[config.mk]
export PLATFORM = sky130hd
export DESIGN_NAME = brs_queue
export DESIGN_NICKNAME = d
export VERILOG_FILES = /design/src/design/brs_pkg.sv /design/src/design/brs_queue.sv
export SDC_FILE = /design/constraint.sdc
export NUM_CORES = 1
export LEC_CHECK = 0
export ABC_AREA = 1
export ABC_CLOCK_PERIOD_IN_PS = 3170
export BUFFER_PORTS_ARGS = -buffer_cell sky130_fd_sc_hd__buf_2
export CORE_MARGIN = 4
export CORE_UTILIZATION = 52
export DETAILED_ROUTE_END_ITERATION = 7
export PLACE_DENSITY = 0.87
export SLEW_MARGIN = 20
export SYNTH_ARGS = -nofsm -noshare
export SYNTH_HDL_FRONTEND = slang
export SYNTH_SLANG_ARGS = --single-unit
[constraint.sdc]
create_clock -name clk -period 3.17 [get_ports clk]
set_input_delay 0.634 -clock clk [delete_from_list [all_inputs] [get_ports clk]]
set_output_delay 0.634 -clock clk [all_outputs]
set_load 0.05 [all_outputs]
[src/design/brs_pkg.sv]
`default_nettype none
// ----------------------------------------------------------------------------
// Bilinear RGBA scaler package
// Shared constants, register codes, item types and the frame address map.
// ----------------------------------------------------------------------------

package brs_pkg;

    localparam int MAX_SRC_WIDTH  = 256;
    localparam int MAX_SRC_HEIGHT = 256;
    localparam int ADDR_W         = $clog2(MAX_SRC_WIDTH * MAX_SRC_HEIGHT);

    localparam int POS_W      = 12;
    localparam int SRC_W      = 9;
    localparam int DST_W      = 13;
    localparam int CFG_IDX_W  = 3;
    localparam int CFG_DATA_W = 13;
    localparam int RATIO_W    = SRC_W + 16;
    localparam int PROD_W     = POS_W + 1 + RATIO_W;

    localparam int QDEPTH  = 4;
    localparam int QPTR_W  = $clog2(QDEPTH);
    localparam int QCNT_W  = $clog2(QDEPTH + 1);

    localparam logic [CFG_IDX_W-1:0] REG_SRC_WIDTH  = 3'd0;
    localparam logic [CFG_IDX_W-1:0] REG_SRC_HEIGHT = 3'd1;
    localparam logic [CFG_IDX_W-1:0] REG_DST_WIDTH  = 3'd2;
    localparam logic [CFG_IDX_W-1:0] REG_DST_HEIGHT = 3'd3;

    localparam logic ACT_WRITE   = 1'b0;
    localparam logic ACT_PRODUCE = 1'b1;

    typedef struct packed {
        logic             action;
        logic [POS_W-1:0] pos_x;
        logic [POS_W-1:0] pos_y;
        logic [7:0]       in_red;
        logic [7:0]       in_green;
        logic [7:0]       in_blue;
        logic [7:0]       in_alpha;
    } item_t;

    typedef struct packed {
        logic [7:0] out_red;
        logic [7:0] out_green;
        logic [7:0] out_blue;
        logic [7:0] out_alpha;
    } result_t;

    typedef struct packed {
        logic                   is_write;
        logic [3:0][ADDR_W-1:0] addr;
        logic [7:0]             wx;
        logic [7:0]             wy;
        logic [31:0]            data;
    } entry_t;

    function automatic logic [ADDR_W-1:0] store_addr(input logic [POS_W-1:0] y,
                                                     input logic [POS_W-1:0] x);
        return ADDR_W'(y) * ADDR_W'(MAX_SRC_WIDTH) + ADDR_W'(x);
    endfunction

endpackage

`default_nettype wire

[src/design/brs_queue.sv]
`default_nettype none
// ----------------------------------------------------------------------------
// Scaler command queue
// Short first-in first-out buffer between the front end and the back end.
// ----------------------------------------------------------------------------

module brs_queue (
    input  wire logic                       clk,
    input  wire logic                       rst_n,
    input  wire logic                       push,
    input  wire brs_pkg::entry_t            entry_in,
    input  wire logic                       pop,
    output brs_pkg::entry_t                 entry_out,
    output logic                            not_empty,
    output logic [brs_pkg::QCNT_W-1:0]      count
);

    brs_pkg::entry_t                slot_reg [brs_pkg::QDEPTH];
    logic [brs_pkg::QPTR_W-1:0]     wr_ptr_reg, rd_ptr_reg;
    logic [brs_pkg::QCNT_W-1:0]     count_reg, count_next;

    always_comb
    begin
        count_next = count_reg;
        if (push && !pop)
        begin
            count_next = count_reg + 1'b1;
        end
        else if (pop && !push)
        begin
            count_next = count_reg - 1'b1;
        end
    end

    always_ff @(posedge clk or negedge rst_n)
    begin
        if (!rst_n)
        begin
            wr_ptr_reg <= '0;
            rd_ptr_reg <= '0;
            count_reg  <= '0;
        end
        else
        begin
            count_reg <= count_next;
            if (push)
            begin
                wr_ptr_reg <= wr_ptr_reg + 1'b1;
            end
            if (pop)
            begin
                rd_ptr_reg <= rd_ptr_reg + 1'b1;
            end
        end
    end

    always_ff @(posedge clk)
    begin
        if (push)
        begin
            slot_reg[wr_ptr_reg] <= entry_in;
        end
    end

    assign entry_out = slot_reg[rd_ptr_reg];
    assign not_empty = (count_reg != '0);
    assign count     = count_reg;

    a_no_overflow: assert property (@(posedge clk) disable iff (!rst_n)
        (push && !pop) |-> (count_reg != brs_pkg::QCNT_W'(brs_pkg::QDEPTH)))
        else $error("queue written while full");

endmodule

`default_nettype wire

==> run summary, run 1 <==
fill cell count: 2,468
largest vdd supply drop: 1.02 mV
count of port buffers added during placement: 233
die area: 0.0380 mm²
Core ar.: 0.0345 mm²
number of buffer and inverter stages on the critical path: 2
dpl cells: 2,003
detailed-routing iteration count for the pre-antenna-repair pass: 5
endpoint of the lowest-slack register-to-register path: slot_reg[3][15]
most instantiated cells after synthesis: edfxtp_1, nand2_1, inv_1
final worst path period share: 92.2%
distinct cell type count after synthesis: 18
critical path launch point type: flip-flop
startpoint of the tightest hold check path: entry_in[101]
final count of negative-setup-slack endpoints: 0
WP data arrival: 2.29 ns
Synth area leader: edfxtp_1
CTS tree: yes
hold crit path type: in2reg
top-count cell post-synth: edfxtp_1
number of rows in the core area: 68
post-CTS setup buffer count: 0
RSZ-0062 raised after global routing: false
area used by multi-input combinational logic: 0.00316 mm²
area growth from synthesis to layout: 18.0%
mean instance size in the synthesized netlist: 13.3 µm²
Max Clk Rate: 0.342 GHz
chip height: 195 µm
combinational power share: 43.7%
Clock Path Buffers: 3
count of cells along the worst hold path: 1
area of the mapped netlist: 0.0182 mm²
Skew-Pair Late Insertion Delay: 0.55 ns
Detail Route Antenna Nets: 0
total wire length after detailed routing: 37,600 µm
end point of the most critical hold path: slot_reg[2][101]
Placer Congestion: 0.809
number of hold violations in the final report: 0
Overflow after GRT: 0
flip-flop count of the largest register after layout: 452
flip-flop and latch count after synthesis: 459
Worst R2R Path Depth: 4
setup slack on the worst flop-to-flop path: 1.29 ns
Top Family by Delay on Critical Path: buffers and inverters
reported leakage power: 8.55 nW
Root Buffer Master: clkbuf_16
clock network fraction of total power: 21.4%
number of synthesized flops with an enable pin: 452
kind of end point of the critical path: output port
Initial DRC Count: 795
DRC violation count after routing: 0
starting utilization of the core area: 52.7%
kind of critical path: reg2out
top area cells in the synthesized netlist: edfxtp_1, o211ai_1, nand2_1
Worst slew margin: 50.6%
horizontal extent of the die: 195 µm
Pint: 13.3 mW
share of layout cells above drive strength 1: 20.2%
cell repeated most along the worst path: nand2_1
PwrDens: 1110 mW/mm²
total clock sinks: 459
DR vias/cell: 5.25
number of vias after detailed routing: 10,965
clock slew at reported path FFs: 0.06 ns
chain of cells forming the critical path: buf_4 -> nand2_1 -> o211ai_1 -> nand2_1 -> buf_2
switching power as a share of total power: 44.1%
startpoint of the lowest-slack register-to-register path: wr_ptr_reg[0]
post-synthesis net count: 1,489
Non-Filler Instances: 2,090
result of the run: finished, final reports clean
share of the synthesized area in the top cell type: 74.7%
reported net switching power: 10.5 mW
largest clock skew in the final design: 0.0110 ns
share of the yosys chip area belonging to registers: 75.7%
Yosys warning total: 0
detailed-route wire length per cell: 18.0 µm
top-level I/O count: 234
Flop pwr share: 34.9%
CP Max Fanout: 41
synthesized netlist cell count: 1,366
post-detailed-placement half-perimeter wirelength: 22,200 µm
Required @ worst endpoint: 2.54 ns
fin crit period: 2.92 ns
most used flip-flop cell after synthesis: edfxtp_1
max capacitance violation total: 0
cell type of the slowest stage on the worst timing path: dfrtp_4
slowest cell delay on critical path: 0.66 ns
Reg area: 0.0138 mm²
count of nets after finishing: 1,721
number of buffers inserted during clock tree synthesis: 47
FFs w/ async S/R, synth: 1.53%
number of max-slew violations in the final report: 0
vias in the first global route: 11,011
largest net degree at the start of global routing: 114
number of H-tree levels: 2
global-route wire length before repair: 58,500 µm
transition at the pin with the smallest max-transition slack: 0.742 ns
number of antenna violations at the first check in global routing: 9
global-route usage over all layers: 19.4%
Total Neg Setup Slack: 0 ns
routing by layer:
layer | up-vias | global-route usage, % | wire length (µm)
met1 | 5256 | 24.6 | 15000
met2 | 391 | 32.4 | 18400
met5 | - | 0 | 88
met4 | 14 | 6.05 | 929
met3 | 82 | 6.08 | 3210
li1 | 5222 | - | -
repair_timing:
item	in CTS	in global routing
endpoints found under the hold margin	7	0
endpoints found under the setup margin	0	0
resized for setup	0	0
hold buffers	1	0
worst reg2reg max path, stage by stage (launching register included):
cell	delay, ns
dfrtp_1	0.42
ha_1	0.21
nand2_1	0.10
clkinvlp_4	0.45
buf_12	0.38
worst max-delay path by stage:
| stage | to | slack [ns] | from | depth (start not counted) |
|---|---|---|---|---|
| final | entry_out[110] | 0.25 | rd_ptr_reg[0] | 5 |
| after detailed placement | entry_out[106] | 0.86 | rd_ptr_reg[0] | 5 |
| after floorplan | slot_reg[0][0] | 0.22 | push | 3 |
| after global placement | entry_out[108] | 0.90 | rd_ptr_reg[0] | 5 |
| after CTS | entry_out[110] | 0.19 | rd_ptr_reg[0] | 5 |
| after global routing | entry_out[28] | 0.09 | rd_ptr_reg[0] | 5 |
cells by family after synthesis:
logic type               count (synthesis)  synth area share (%)
adder cells (fa/ha/maj)                  6                 0.455
AO/OA/AOI/OAI                          227                  9.37
flip-flops                             459                  75.7
AND/OR/NAND/NOR                        356                  7.38
buffers and inverters                  314                  6.91
XOR/XNOR                                 4                 0.193
stage by stage:
stage	hold slack [ns]	setup slack, ns	instance area [µm²]	total power, mW	utilization, %
5_1_grt	0.261	0.0909	21400	25.0	62.2
3_5_place_dp	0.477	0.856	20000	18.9	58.0
6_report	0.288	0.246	21400	23.8	62.2
3_3_place_gp	0.476	0.905	20000	18.6	58.0
2_1_floorplan	0.338	0.216	18200	16.1	-
4_1_cts	0.251	0.195	21400	24.0	62.1
layout by cell type (no fill, tap or decap):
cell type | netlist | layout
clkbuf_1 | 23 | 9
inv_6 | 0 | 1
clkinv_1 | 0 | 7
dlygate4sd3_1 | 0 | 1
clkbuf_16 | 0 | 49
dfrtp_1 | 7 | 5
clkinvlp_4 | 0 | 9
buf_12 | 0 | 18
clkinv_2 | 0 | 6
ha_1 | 5 | 5
fa_1 | 1 | 1
nand4_1 | 1 | 1
o211ai_1 | 226 | 226
xnor2_1 | 1 | 1
bufinv_16 | 0 | 2
inv_1 | 237 | 233
edfxtp_1 | 452 | 452
dfrtp_4 | 0 | 2
clkinv_4 | 0 | 1
buf_4 | 7 | 7
nand3_1 | 1 | 1
nor2_1 | 1 | 1
diode_2 | 0 | 6
xor2_1 | 3 | 3
nand2_1 | 353 | 353
o21ai_0 | 1 | 1
inv_4 | 0 | 1
buf_2 | 40 | 233
layout make-up:
class | instances | share of cell area, %
Clock buffer | 58 | 5.88
Multi-Input combinational cell | 593 | 14.7
Sequential cell | 459 | 64.2
Tap cell | 455 | 2.66
Clock inverter | 22 | 0.800
Timing Repair Buffer | 259 | 7.41
Inverter | 238 | 4.25
Antenna cell | 6 | 0.0701
power by group through the flow:
stage          Clock (mW)  Combinational, mW  Sequential (mW)
2_1_floorplan           0               7.71             8.39
3_3_place_gp            0               10.2             8.35
3_5_place_dp            0               10.5             8.42
4_1_cts              5.21               10.5             8.29
5_1_grt              5.47               11.2             8.37
6_report             5.10               10.4             8.29
Power figures use the tool's default switching activity.
==> run 2, diff against run 1 <==
BUFFER_PORTS_ARGS = -buffer_cell sky130_fd_sc_hd__buf_4   (was -buffer_cell sky130_fd_sc_hd__buf_2)
GPL_ROUTABILITY_DRIVEN = 0   (was default)
==> run summary, run 2 (synthesis gave the netlist of run 1 again) <==
result of the run: finished, final reports clean
Max Clk Rate: 0.354 GHz (+3.4%)
vias in the first global route: 11,387 (+3.4%)
Detail Route Antenna Nets: 0 (unchanged)
flip-flop count of the largest register after layout: 452 (unchanged)
DR vias/cell: 5.28 (+0.62%)
reported net switching power: 10.4 mW (-0.53%)
most frequent cells in the layout: edfxtp_1, nand2_1, buf_4
global-route usage over all layers: 19.2% (-0.23 points)
share of layout cells above drive strength 1: 19.4% (-0.80 points)
hold crit path type: in2reg
area growth from synthesis to layout: 19.9%
kind of end point of the critical path: output port
chain of cells forming the critical path: buf_12 -> buf_12 -> nand2_1 -> o211ai_1 -> nand2_1 -> buf_4
detailed-route wire length per cell: 17.9 µm (-0.22%)
number of vias after detailed routing: 10,954 (-0.10%)
Worst slew margin: 37.8% (-13 points)
PwrDens: 1110 mW/mm² (+0.32%)
total wire length after detailed routing: 37,200 µm (-0.93%)
cell area reported after detailed placement: 0.0204 mm² (+2.1%)
WP data arrival: 2.19 ns (-0.10 ns)
post-CTS setup buffer count: 0 (unchanged)
Required @ worst endpoint: 2.54 ns (about the same)
final count of negative-setup-slack endpoints: 0 (unchanged)
largest net degree at the start of global routing: 135 (+18%)
Root Buffer Master: clkbuf_16
Pint: 13.8 mW (+3.9%)
CTS tree: yes
Worst R2R Path Depth: 5 (+1)
reported leakage power: 8.66 nW (+1.3%)
transition at the pin with the smallest max-transition slack: 0.932 ns (+0.191 ns)
combinational power share: 45.5% (+1.8 points)
number of max-slew violations in the final report: 0 (unchanged)
hold bufs inserted after CTS: 1 (unchanged)
starting utilization of the core area: 52.7% (unchanged)
detailed-routing iteration count for the pre-antenna-repair pass: 5 (unchanged)
number of antenna violations at the first check in global routing: 2 (-7)
final worst path period share: 89.2% (-3.0 points)
number of rows in the core area: 68 (unchanged)
leading cell type in the layout, fill and taps excluded: edfxtp_1
DRC violation count after routing: 0 (unchanged)
count of instances resized after the clock tree is built: 0 (unchanged)
max capacitance violation total: 0 (unchanged)
RSZ-0062 raised after global routing: false
clock slew at reported path FFs: 0.06 ns (about the same)
kind of critical path: reg2out
largest clock skew in the final design: 0.00734 ns (-0.00365 ns)
horizontal extent of the die: 195 µm (unchanged)
die area: 0.0380 mm² (unchanged)
fill cell count: 2,450 (-0.73%)
count of nets after finishing: 1,712 (-0.52%)
largest vdd supply drop: 0.966 mV (-5.4%)
chip height: 195 µm (unchanged)
switching power as a share of total power: 43.0% (-1.1 points)
top-level I/O count: 234 (unchanged)
Total Neg Setup Slack: 0 ns (unchanged)
Flop pwr share: 34.1% (-0.8 points)
total clock sinks: 459 (unchanged)
clock network fraction of total power: 20.4% (-1.0 points)
Initial DRC Count: 934 (+17%)
count of port buffers added during placement: 233 (unchanged)
Core ar.: 0.0345 mm² (unchanged)
number of buffers inserted during clock tree synthesis: 44 (-6.4%)
number of H-tree levels: 2 (unchanged)
critical path launch point type: flip-flop
Overflow after GRT: 0 (unchanged)
number of hold violations in the final report: 0 (unchanged)
post-detailed-placement half-perimeter wirelength: 21,300 µm (-4.3%)
CP Max Fanout: 68 (+66%)
fin crit period: 2.83 ns (-0.0957 ns)
final instance area: 0.0218 mm² (+1.6%)
Clock Path Buffers: 3 (unchanged)
Skew-Pair Late Insertion Delay: 0.52 ns (-0.03 ns)
count of cells along the worst hold path: 1 (unchanged)
cell type of the slowest stage on the worst timing path: dfrtp_4
global-route wire length before repair: 58,800 µm (+0.51%)
slowest cell delay on critical path: 0.54 ns (-0.12 ns)
run 2: cell count changes in the layout (fill, tap and decap cells not counted), sizes merged:
cell,change
diode,-5
buf,-6
bufinv,+2
clkinv,-1
inv,-1
clkinvlp,-4
run 2: path summary, 6_finish.rpt:
check | from | end | slack, ns
max in group asynchronous | rst_n | rd_ptr_reg[0] | 2.57
min | entry_in[48] | slot_reg[3][48] | 0.31
max reg2reg | wr_ptr_reg[0] | slot_reg[0][66] | 1.20
min in group asynchronous | rst_n | count[2] | 0.46
max | rd_ptr_reg[0] | entry_out[25] | 0.34
min reg2reg | count[2] | count[2] | 0.51
run 2: critical path, delay by kind of cell (launching register included):
family / cells / cell delay [ns]
simple gates: 2 / 0.24
flops: 1 / 0.54
buf+inv: 3 / 0.75
compound gates: 1 / 0.11
run 2: power by group through the flow:
stage / registers (mW) / clock network (mW) / logic (mW)
floorplan: 8.39 / 0 / 7.71
global placement: 8.33 / 0 / 10.9
detailed placement: 8.39 / 0 / 11.1
CTS: 8.27 / 5.07 / 11.1
global route: 8.35 / 5.35 / 11.8
finish: 8.27 / 4.95 / 11.0
run 2: final cells by class:
type	instances	area, µm²	share of cell area (%)
clock buffer	58	1170	5.40
inverter	238	911	4.18
multi-input combinational	593	3160	14.5
tap	455	569	2.61
timing repair buffer	253	2010	9.25
sequential	459	13800	63.2
clock inverter	18	186	0.856
antenna	1	2.50	0.0115
run 2: layer usage:
| metal | part of all wire, % | global-route usage [%] |
|---|---|---|
| met5 | 0.054 | 0 |
| met4 | 2.2 | 5.77 |
| met3 | 7.8 | 3.83 |
| met1 | 40 | 25.2 |
| met2 | 50 | 32.9 |
run 2: per-stage QoR:
stage / hold WS, ns / util (%) / std cells / power, mW / setup slack (ns)
4_1_cts: 0.276 / 63.2 / 2074 / 24.5 / 0.312
3_5_place_dp: 0.453 / 59.2 / 1997 / 19.5 / 0.883
5_1_grt: 0.280 / 63.2 / 2075 / 25.5 / 0.208
6_report: 0.310 / 63.2 / 2075 / 24.2 / 0.341
2_1_floorplan: 0.338 / - / 1366 / 16.1 / 0.216
3_3_place_gp: 0.453 / 59.2 / 1997 / 19.2 / 0.977
