===== config.mk =====
export PLATFORM = sky130hd
export DESIGN_NAME = brs_front
export DESIGN_NICKNAME = d
export VERILOG_FILES = /design/src/design/brs_pkg.sv /design/src/design/brs_ratio_div.sv /design/src/design/brs_front.sv
export SDC_FILE = /design/constraint.sdc
export NUM_CORES = 2
export LEC_CHECK = 0
export BUFFER_PORTS_ARGS = -buffer_cell sky130_fd_sc_hd__buf_4
export CORE_UTILIZATION = 55
export CTS_CLUSTER_SIZE = 14
export DETAILED_ROUTE_END_ITERATION = 8
export GPL_TIMING_DRIVEN = 0
export PLACE_DENSITY = 0.73
export RECOVER_POWER = 50
export SYNTH_ARGS = -nofsm -noshare
export SYNTH_HDL_FRONTEND = slang
export SYNTH_SLANG_ARGS = --single-unit
export TNS_END_PERCENT = 10

===== constraint.sdc =====
create_clock -name clk -period 24.8 [get_ports clk]
set_clock_uncertainty 0.2 [all_clocks]
set_input_delay 3.72 -clock clk [delete_from_list [all_inputs] [get_ports clk]]
set_output_delay 3.72 -clock clk [all_outputs]
set_load 0.01 [all_outputs]

===== src/design/brs_pkg.sv =====
`default_nettype none
// ----------------------------------------------------------------------------
// Bilinear RGBA scaler package
// Shared constants, register codes, item types and the frame address map.
// ----------------------------------------------------------------------------

package brs_pkg;

    localparam int MAX_SRC_WIDTH  = 256;
    localparam int MAX_SRC_HEIGHT = 256;
    localparam int ADDR_W         = $clog2(MAX_SRC_WIDTH * MAX_SRC_HEIGHT);

    localparam int POS_W      = 12;
    localparam int SRC_W      = 9;
    localparam int DST_W      = 13;
    localparam int CFG_IDX_W  = 3;
    localparam int CFG_DATA_W = 13;
    localparam int RATIO_W    = SRC_W + 16;
    localparam int PROD_W     = POS_W + 1 + RATIO_W;

    localparam int QDEPTH  = 4;
    localparam int QPTR_W  = $clog2(QDEPTH);
    localparam int QCNT_W  = $clog2(QDEPTH + 1);

    localparam logic [CFG_IDX_W-1:0] REG_SRC_WIDTH  = 3'd0;
    localparam logic [CFG_IDX_W-1:0] REG_SRC_HEIGHT = 3'd1;
    localparam logic [CFG_IDX_W-1:0] REG_DST_WIDTH  = 3'd2;
    localparam logic [CFG_IDX_W-1:0] REG_DST_HEIGHT = 3'd3;

    localparam logic ACT_WRITE   = 1'b0;
    localparam logic ACT_PRODUCE = 1'b1;

    typedef struct packed {
        logic             action;
        logic [POS_W-1:0] pos_x;
        logic [POS_W-1:0] pos_y;
        logic [7:0]       in_red;
        logic [7:0]       in_green;
        logic [7:0]       in_blue;
        logic [7:0]       in_alpha;
    } item_t;

    typedef struct packed {
        logic [7:0] out_red;
        logic [7:0] out_green;
        logic [7:0] out_blue;
        logic [7:0] out_alpha;
    } result_t;

    typedef struct packed {
        logic                   is_write;
        logic [3:0][ADDR_W-1:0] addr;
        logic [7:0]             wx;
        logic [7:0]             wy;
        logic [31:0]            data;
    } entry_t;

    function automatic logic [ADDR_W-1:0] store_addr(input logic [POS_W-1:0] y,
                                                     input logic [POS_W-1:0] x);
        return ADDR_W'(y) * ADDR_W'(MAX_SRC_WIDTH) + ADDR_W'(x);
    endfunction

endpackage

`default_nettype wire


===== src/design/brs_ratio_div.sv =====
`default_nettype none
// ----------------------------------------------------------------------------
// Scale ratio divider
// Restoring divider that forms floor(size * 65536 / dst), one bit per cycle.
// ----------------------------------------------------------------------------

module brs_ratio_div (
    input  wire logic                        clk,
    input  wire logic                        rst_n,
    input  wire logic                        go,
    input  wire logic [brs_pkg::SRC_W-1:0]   src_size,
    input  wire logic [brs_pkg::DST_W-1:0]   dst_size,
    output logic                             busy,
    output logic [brs_pkg::RATIO_W-1:0]      ratio
);

    localparam int CNT_W = $clog2(brs_pkg::RATIO_W);

    logic                          busy_reg, busy_next;
    logic [CNT_W-1:0]              cnt_reg, cnt_next;
    logic [brs_pkg::DST_W-1:0]     rem_reg, rem_next;
    logic [brs_pkg::RATIO_W-1:0]   q_reg, q_next;
    logic [brs_pkg::DST_W-1:0]     den_reg, den_next;
    logic [brs_pkg::DST_W:0]       trial;

    always_comb
    begin
        busy_next = busy_reg;
        cnt_next  = cnt_reg;
        rem_next  = rem_reg;
        q_next    = q_reg;
        den_next  = den_reg;
        trial     = {rem_reg, q_reg[brs_pkg::RATIO_W-1]};
        if (go)
        begin
            busy_next = 1'b1;
            cnt_next  = '0;
            rem_next  = '0;
            q_next    = {src_size, 16'd0};
            den_next  = dst_size;
        end
        else if (busy_reg)
        begin
            if (trial >= {1'b0, den_reg})
            begin
                rem_next = brs_pkg::DST_W'(trial - {1'b0, den_reg});
                q_next   = {q_reg[brs_pkg::RATIO_W-2:0], 1'b1};
            end
            else
            begin
                rem_next = trial[brs_pkg::DST_W-1:0];
                q_next   = {q_reg[brs_pkg::RATIO_W-2:0], 1'b0};
            end
            cnt_next = cnt_reg + 1'b1;
            if (cnt_reg == CNT_W'(brs_pkg::RATIO_W - 1))
            begin
                busy_next = 1'b0;
            end
        end
    end

    always_ff @(posedge clk or negedge rst_n)
    begin
        if (!rst_n)
        begin
            busy_reg <= 1'b0;
            cnt_reg  <= '0;
            rem_reg  <= '0;
            q_reg    <= brs_pkg::RATIO_W'(65536);
            den_reg  <= brs_pkg::DST_W'(1);
        end
        else
        begin
            busy_reg <= busy_next;
            cnt_reg  <= cnt_next;
            rem_reg  <= rem_next;
            q_reg    <= q_next;
            den_reg  <= den_next;
        end
    end

    assign busy  = busy_reg;
    assign ratio = q_reg;

endmodule

`default_nettype wire


===== src/design/brs_front.sv =====
`default_nettype none
// ----------------------------------------------------------------------------
// Scaler front end
// Holds the size registers, accepts items and maps destination positions to
// four frame addresses and two weights before they enter the queue.
// ----------------------------------------------------------------------------

module brs_front (
    input  wire logic                          clk,
    input  wire logic                          rst_n,
    input  wire logic                          start,
    output logic                               busy,
    input  wire brs_pkg::item_t                item,
    input  wire logic                          cfg_valid,
    output logic                               cfg_ready,
    input  wire logic [brs_pkg::CFG_IDX_W-1:0] cfg_index,
    input  wire logic [brs_pkg::CFG_DATA_W-1:0] cfg_data,
    input  wire logic [brs_pkg::QCNT_W-1:0]    q_count,
    output logic                               push,
    output brs_pkg::entry_t                    entry
);

    typedef struct packed {
        logic [brs_pkg::SRC_W-1:0] i0;
        logic [brs_pkg::SRC_W-1:0] i1;
        logic [7:0]                w;
    } axis_t;

    function automatic logic [brs_pkg::SRC_W-1:0] eff_src(input logic [brs_pkg::SRC_W-1:0] v,
                                                          input int maxv);
        if (v == '0)
        begin
            return brs_pkg::SRC_W'(1);
        end
        if (int'(v) > maxv)
        begin
            return brs_pkg::SRC_W'(maxv);
        end
        return v;
    endfunction

    function automatic axis_t axis_map(input logic [brs_pkg::PROD_W-1:0] prod,
                                       input logic [brs_pkg::SRC_W-1:0] eff);
        logic [brs_pkg::PROD_W-2:0]  t;
        logic [brs_pkg::PROD_W-2:0]  u;
        logic [brs_pkg::PROD_W-18:0] idx;
        logic [brs_pkg::SRC_W:0]     nxt;
        logic [brs_pkg::SRC_W-1:0]   last;
        axis_t                       r;
        t    = prod[brs_pkg::PROD_W-1:1];
        u    = '0;
        last = eff - 1'b1;
        r    = '0;
        if (t < (brs_pkg::PROD_W-1)'(32768))
        begin
            idx = '0;
        end
        else
        begin
            u   = t - (brs_pkg::PROD_W-1)'(32768);
            idx = u[brs_pkg::PROD_W-2:16];
            r.w = u[15:8];
        end
        if (idx > (brs_pkg::PROD_W-17)'(last))
        begin
            idx = (brs_pkg::PROD_W-17)'(last);
        end
        r.i0 = idx[brs_pkg::SRC_W-1:0];
        nxt  = {1'b0, r.i0} + 1'b1;
        r.i1 = (nxt < {1'b0, eff}) ? nxt[brs_pkg::SRC_W-1:0] : last;
        return r;
    endfunction

    logic [brs_pkg::SRC_W-1:0] src_w_reg, src_h_reg;
    logic [brs_pkg::DST_W-1:0] dst_w_reg, dst_h_reg;
    logic                      recalc_reg;
    logic [brs_pkg::SRC_W-1:0] eff_sw, eff_sh;
    logic [brs_pkg::DST_W-1:0] eff_dw, eff_dh;
    logic                      div_busy_x, div_busy_y;
    logic [brs_pkg::RATIO_W-1:0] ratio_x, ratio_y;
    logic                      cfg_write;

    logic                      accept;
    logic                      s1_valid_reg;
    brs_pkg::item_t            s1_item_reg;
    logic                      s2_valid_reg;
    brs_pkg::item_t            s2_item_reg;
    logic [brs_pkg::PROD_W-1:0] s2_prod_x_reg, s2_prod_y_reg;
    logic [brs_pkg::QCNT_W:0]  level;
    axis_t                     ax, ay;
    logic                      in_store;

    assign cfg_ready = 1'b1;
    assign cfg_write = cfg_valid && cfg_ready;

    always_ff @(posedge clk or negedge rst_n)
    begin
        if (!rst_n)
        begin
            src_w_reg  <= brs_pkg::SRC_W'(1);
            src_h_reg  <= brs_pkg::SRC_W'(1);
            dst_w_reg  <= brs_pkg::DST_W'(1);
            dst_h_reg  <= brs_pkg::DST_W'(1);
            recalc_reg <= 1'b0;
        end
        else
        begin
            recalc_reg <= cfg_write;
            if (cfg_write)
            begin
                case (cfg_index)
                    brs_pkg::REG_SRC_WIDTH:  src_w_reg <= cfg_data[brs_pkg::SRC_W-1:0];
                    brs_pkg::REG_SRC_HEIGHT: src_h_reg <= cfg_data[brs_pkg::SRC_W-1:0];
                    brs_pkg::REG_DST_WIDTH:  dst_w_reg <= cfg_data;
                    brs_pkg::REG_DST_HEIGHT: dst_h_reg <= cfg_data;
                    default: ;
                endcase
            end
        end
    end

    assign eff_sw = eff_src(src_w_reg, brs_pkg::MAX_SRC_WIDTH);
    assign eff_sh = eff_src(src_h_reg, brs_pkg::MAX_SRC_HEIGHT);
    assign eff_dw = (dst_w_reg == '0) ? brs_pkg::DST_W'(1) : dst_w_reg;
    assign eff_dh = (dst_h_reg == '0) ? brs_pkg::DST_W'(1) : dst_h_reg;

    brs_ratio_div u_div_x (
        .clk      (clk),
        .rst_n    (rst_n),
        .go       (recalc_reg),
        .src_size (eff_sw),
        .dst_size (eff_dw),
        .busy     (div_busy_x),
        .ratio    (ratio_x)
    );

    brs_ratio_div u_div_y (
        .clk      (clk),
        .rst_n    (rst_n),
        .go       (recalc_reg),
        .src_size (eff_sh),
        .dst_size (eff_dh),
        .busy     (div_busy_y),
        .ratio    (ratio_y)
    );

    assign level  = {1'b0, q_count} + (brs_pkg::QCNT_W+1)'(s1_valid_reg)
                  + (brs_pkg::QCNT_W+1)'(s2_valid_reg);
    assign busy   = recalc_reg || div_busy_x || div_busy_y
                  || (level >= (brs_pkg::QCNT_W+1)'(brs_pkg::QDEPTH));
    assign accept = start && !busy;

    always_ff @(posedge clk or negedge rst_n)
    begin
        if (!rst_n)
        begin
            s1_valid_reg <= 1'b0;
            s2_valid_reg <= 1'b0;
        end
        else
        begin
            s1_valid_reg <= accept;
            s2_valid_reg <= s1_valid_reg;
        end
    end

    always_ff @(posedge clk)
    begin
        if (accept)
        begin
            s1_item_reg <= item;
        end
        if (s1_valid_reg)
        begin
            s2_item_reg   <= s1_item_reg;
            s2_prod_x_reg <= brs_pkg::PROD_W'({s1_item_reg.pos_x, 1'b1})
                           * brs_pkg::PROD_W'(ratio_x);
            s2_prod_y_reg <= brs_pkg::PROD_W'({s1_item_reg.pos_y, 1'b1})
                           * brs_pkg::PROD_W'(ratio_y);
        end
    end

    assign ax = axis_map(s2_prod_x_reg, eff_sw);
    assign ay = axis_map(s2_prod_y_reg, eff_sh);

    assign in_store = (int'(s2_item_reg.pos_x) < brs_pkg::MAX_SRC_WIDTH)
                   && (int'(s2_item_reg.pos_y) < brs_pkg::MAX_SRC_HEIGHT);

    always_comb
    begin
        entry      = '0;
        entry.data = {s2_item_reg.in_alpha, s2_item_reg.in_blue,
                      s2_item_reg.in_green, s2_item_reg.in_red};
        if (s2_item_reg.action == brs_pkg::ACT_WRITE)
        begin
            entry.is_write = 1'b1;
            entry.addr[0]  = brs_pkg::store_addr(s2_item_reg.pos_y, s2_item_reg.pos_x);
            push           = s2_valid_reg && in_store;
        end
        else
        begin
            entry.is_write = 1'b0;
            entry.addr[0]  = brs_pkg::store_addr(brs_pkg::POS_W'(ay.i0),
                                                 brs_pkg::POS_W'(ax.i0));
            entry.addr[1]  = brs_pkg::store_addr(brs_pkg::POS_W'(ay.i0),
                                                 brs_pkg::POS_W'(ax.i1));
            entry.addr[2]  = brs_pkg::store_addr(brs_pkg::POS_W'(ay.i1),
                                                 brs_pkg::POS_W'(ax.i0));
            entry.addr[3]  = brs_pkg::store_addr(brs_pkg::POS_W'(ay.i1),
                                                 brs_pkg::POS_W'(ax.i1));
            entry.wx       = ax.w;
            entry.wy       = ay.w;
            push           = s2_valid_reg;
        end
    end

endmodule

`default_nettype wire


==> reports/qor.txt <==
wirelength, routed = 98.3 mm
#FFs+latches synth = 333
Area Growth Syn to Fin = 10.9%
average size of a mapped cell = 9.75 sq um
placer congestion estimate = 0.949
Num CTS Buffers = 39
CP Max Fanout = 10
worst slew pin tran = 4750 ps
maxcap violations = 3
DRT Pass-1 Iters = 7
Core Rows = 93
Primary FF master, synth = edfxtp_1
failing checks = capacitance limit, slew limit
Crit. End Element = primary output
Initial Util = 0.558
Power per Cell Area = 80.8 mW/mm^2
slowest CP cell = nor4_1
# resized after CTS = 0
buffers added on ports = 194
final core occ = 0.619
Switching Share = 0.430
CTS sink cnt = 333
max FFs per register = 57
clock share of power = 0.188
first-pass GRT wire length = 156 mm
WHS = 216 ps
sequential power share = 0.230
largest net degree at the start of global routing = 82
Comb pwr share = 0.582
Total GRT Usage = 0.303
post-CTS setup buffers = 0
cell repeated most along the worst path = ha_1
Synth cell types = 93
Max IR drop VDD = 0.0000712 V
fin crit share = 0.557
DRC = 0
DR vias/cell = 5.59
EDFF count, synth = 172
total negative slack = 0 ps
CTS clk-pin slew, worst paths = 60 ps
Cell Count, Final, Fillers Out = 4832
Slew Viols, Final = 201
full die area = 0.0667 sq mm
P_leak = 0.0184 uW
number of hold violations in the final report = 0
PnR Total Power = 3240 uW
Mapped Nets = 4533
fmax = 72.4 MHz
worst skew pair latency = 580 ps
boundary pin count = 196
Worst EP arrival = 9900 ps
Sw Pwr = 1390 uW
via count = 27.0k
vias in the first global route = 27.6k
GRT overflow = 0
crit-path max cell delay = 900 ps
Post-Syn Area = 0.0361 sq mm
setup violators final = 0
Synthesis Warnings = 0
H-Tree Depth = 2
Hold Crit Class = flop to flop
RSZ-0062 raised after global routing = false
drt initial violations = 1874
status = finished with violations
Core ar. = 0.0647 sq mm
share of cells above drive strength 1 = 0.0999
CTS max path bufs = 3
Antenna Violating Nets Remaining = 0
Tmin final = 13820 ps
Die Ht = 258 um
fin nets = 4771
relative slew slack = -2.16
WP data required = 20880 ps
crit path kind = flop to primary output
Startpoint Class = flop
Die Width = 258 um
placed cells = 4758
CTS tree = done
root buf cell = clkbuf_16
Worst R2R Setup Slack = 15790 ps
Power Internal = 1850 uW
routed len/inst = 20.3 um
sequential share of the synthesized area = 0.255
DP HPWL = 79.2 mm
cells after synthesis = 3706
# hold bufs at CTS = 0
initial antenna violation count = 4
Async SR Flop Fraction = 0.483
## worst paths after layout
| check | startpoint | to | cells after the start |
|---|---|---|---|
| worst max-delay path | src_w_reg[3]$_DFFE_PN0P_ | entry[79] | 34 |
| worst min-delay path | s1_item_reg[2]$_DFFE_PP_ | entry[26]$_DFFE_PP_ | 0 |
| worst max register to register | s1_item_reg[48]$_DFFE_PP_ | s2_prod_x_reg[37]$_DFFE_PP_ | 24 |
| worst min register to register | s1_item_reg[2]$_DFFE_PP_ | entry[26]$_DFFE_PP_ | 0 |
| max in group asynchronous | rst_n | u_div_y.ratio[4]$_DFFE_PN0P_ | 1 |
| min in group asynchronous | rst_n | src_h_reg[4]$_DFFE_PN0P_ | 1 |
## power groups by stage
stage | clock (uW) | combinational (uW) | sequential, uW
detailed placement | 0 | 1860 | 752
finish | 609 | 1880 | 746
global placement | 0 | 1830 | 752
CTS | 620 | 1880 | 743
global route | 639 | 2120 | 750
floorplan | 0 | 1350 | 728
## metal layers
layer	wire [um]	GRT usage	vias up
li1	-	-	12300
met1	42800	0.435	13400
met2	44200	0.470	1079
met3	8690	0.0619	151
met4	2560	0.0830	6
met5	57	0	-
## synthesized netlist by cell type, types with 25 or more instances
cell / number / share of area
fa_1: 507 / 0.28
dfrtp_1: 153 / 0.11
nor2b_1: 42 / 0.0073
a21oi_1: 111 / 0.015
buf_4: 43 / 0.0089
nor2_1: 197 / 0.020
xor2_1: 47 / 0.011
mux2i_1: 53 / 0.015
xnor2_1: 82 / 0.020
mux2_2: 43 / 0.013
nor3_1: 48 / 0.0066
nand2_1: 543 / 0.056
edfxtp_1: 172 / 0.14
inv_1: 551 / 0.057
clkbuf_1: 153 / 0.016
ha_1: 240 / 0.083
o21ai_0: 86 / 0.012
nand3_1: 29 / 0.0040
and2_1: 193 / 0.033
a21o_1: 48 / 0.010
a211oi_1: 57 / 0.012
nor4_1: 25 / 0.0043
## final cells by class
cell class | instances | area (sq um)
buffer | 214 | 978
tap | 855 | 1070
fill | 5434 | 24600
clock inverter | 28 | 309
multi-input combinational | 2608 | 23900
clock buffer | 44 | 1050
antenna | 2 | 5.00
timing repair buffer | 197 | 1500
sequential | 333 | 9200
inverter | 551 | 2070
## metrics by stage
stage	cell area, sq um	setup slack (ps)
4_1_cts	40100	11120
5_1_grt	40100	10340
3_5_place_dp	38700	11790
2_1_floorplan	36100	13470
6_report	40100	10980
3_3_place_gp	38700	11830
## cell usage in the layout, fill, tap and decap left out, types with 57 or more instances in the layout
master    instances
xnor2_1          82
ha_1            240
fa_1            507
buf_4           178
o21ai_0          86
a21oi_1         111
a211oi_1         57
clkbuf_1        163
edfxtp_1        172
nand2_1         543
dfrtp_1         153
and2_1          193
nor2_1          196
inv_1           551
## critical path: cells and delay by family, from the launching register on
kind            cells  cell delay [ps]
simple gates       10             3250
flops               1              440
buf+inv             4              600
xor+xnor            3              870
fa+ha+maj           5             1310
compound gates     12             2810
## cells by family after synthesis
| kind of cell | Yosys count | synth area share |
|---|---|---|
| multiplexers | 97 | 0.0285 |
| flip-flops | 333 | 0.255 |
| adder cells (fa/ha/maj) | 747 | 0.364 |
| AND/OR/NAND/NOR | 1207 | 0.158 |
| AO/OA/AOI/OAI | 427 | 0.0791 |
| XOR/XNOR | 129 | 0.0313 |
| other | 1 | 0.000104 |
| buffers and inverters | 765 | 0.0843 |
(Power assumes the default switching activity.)
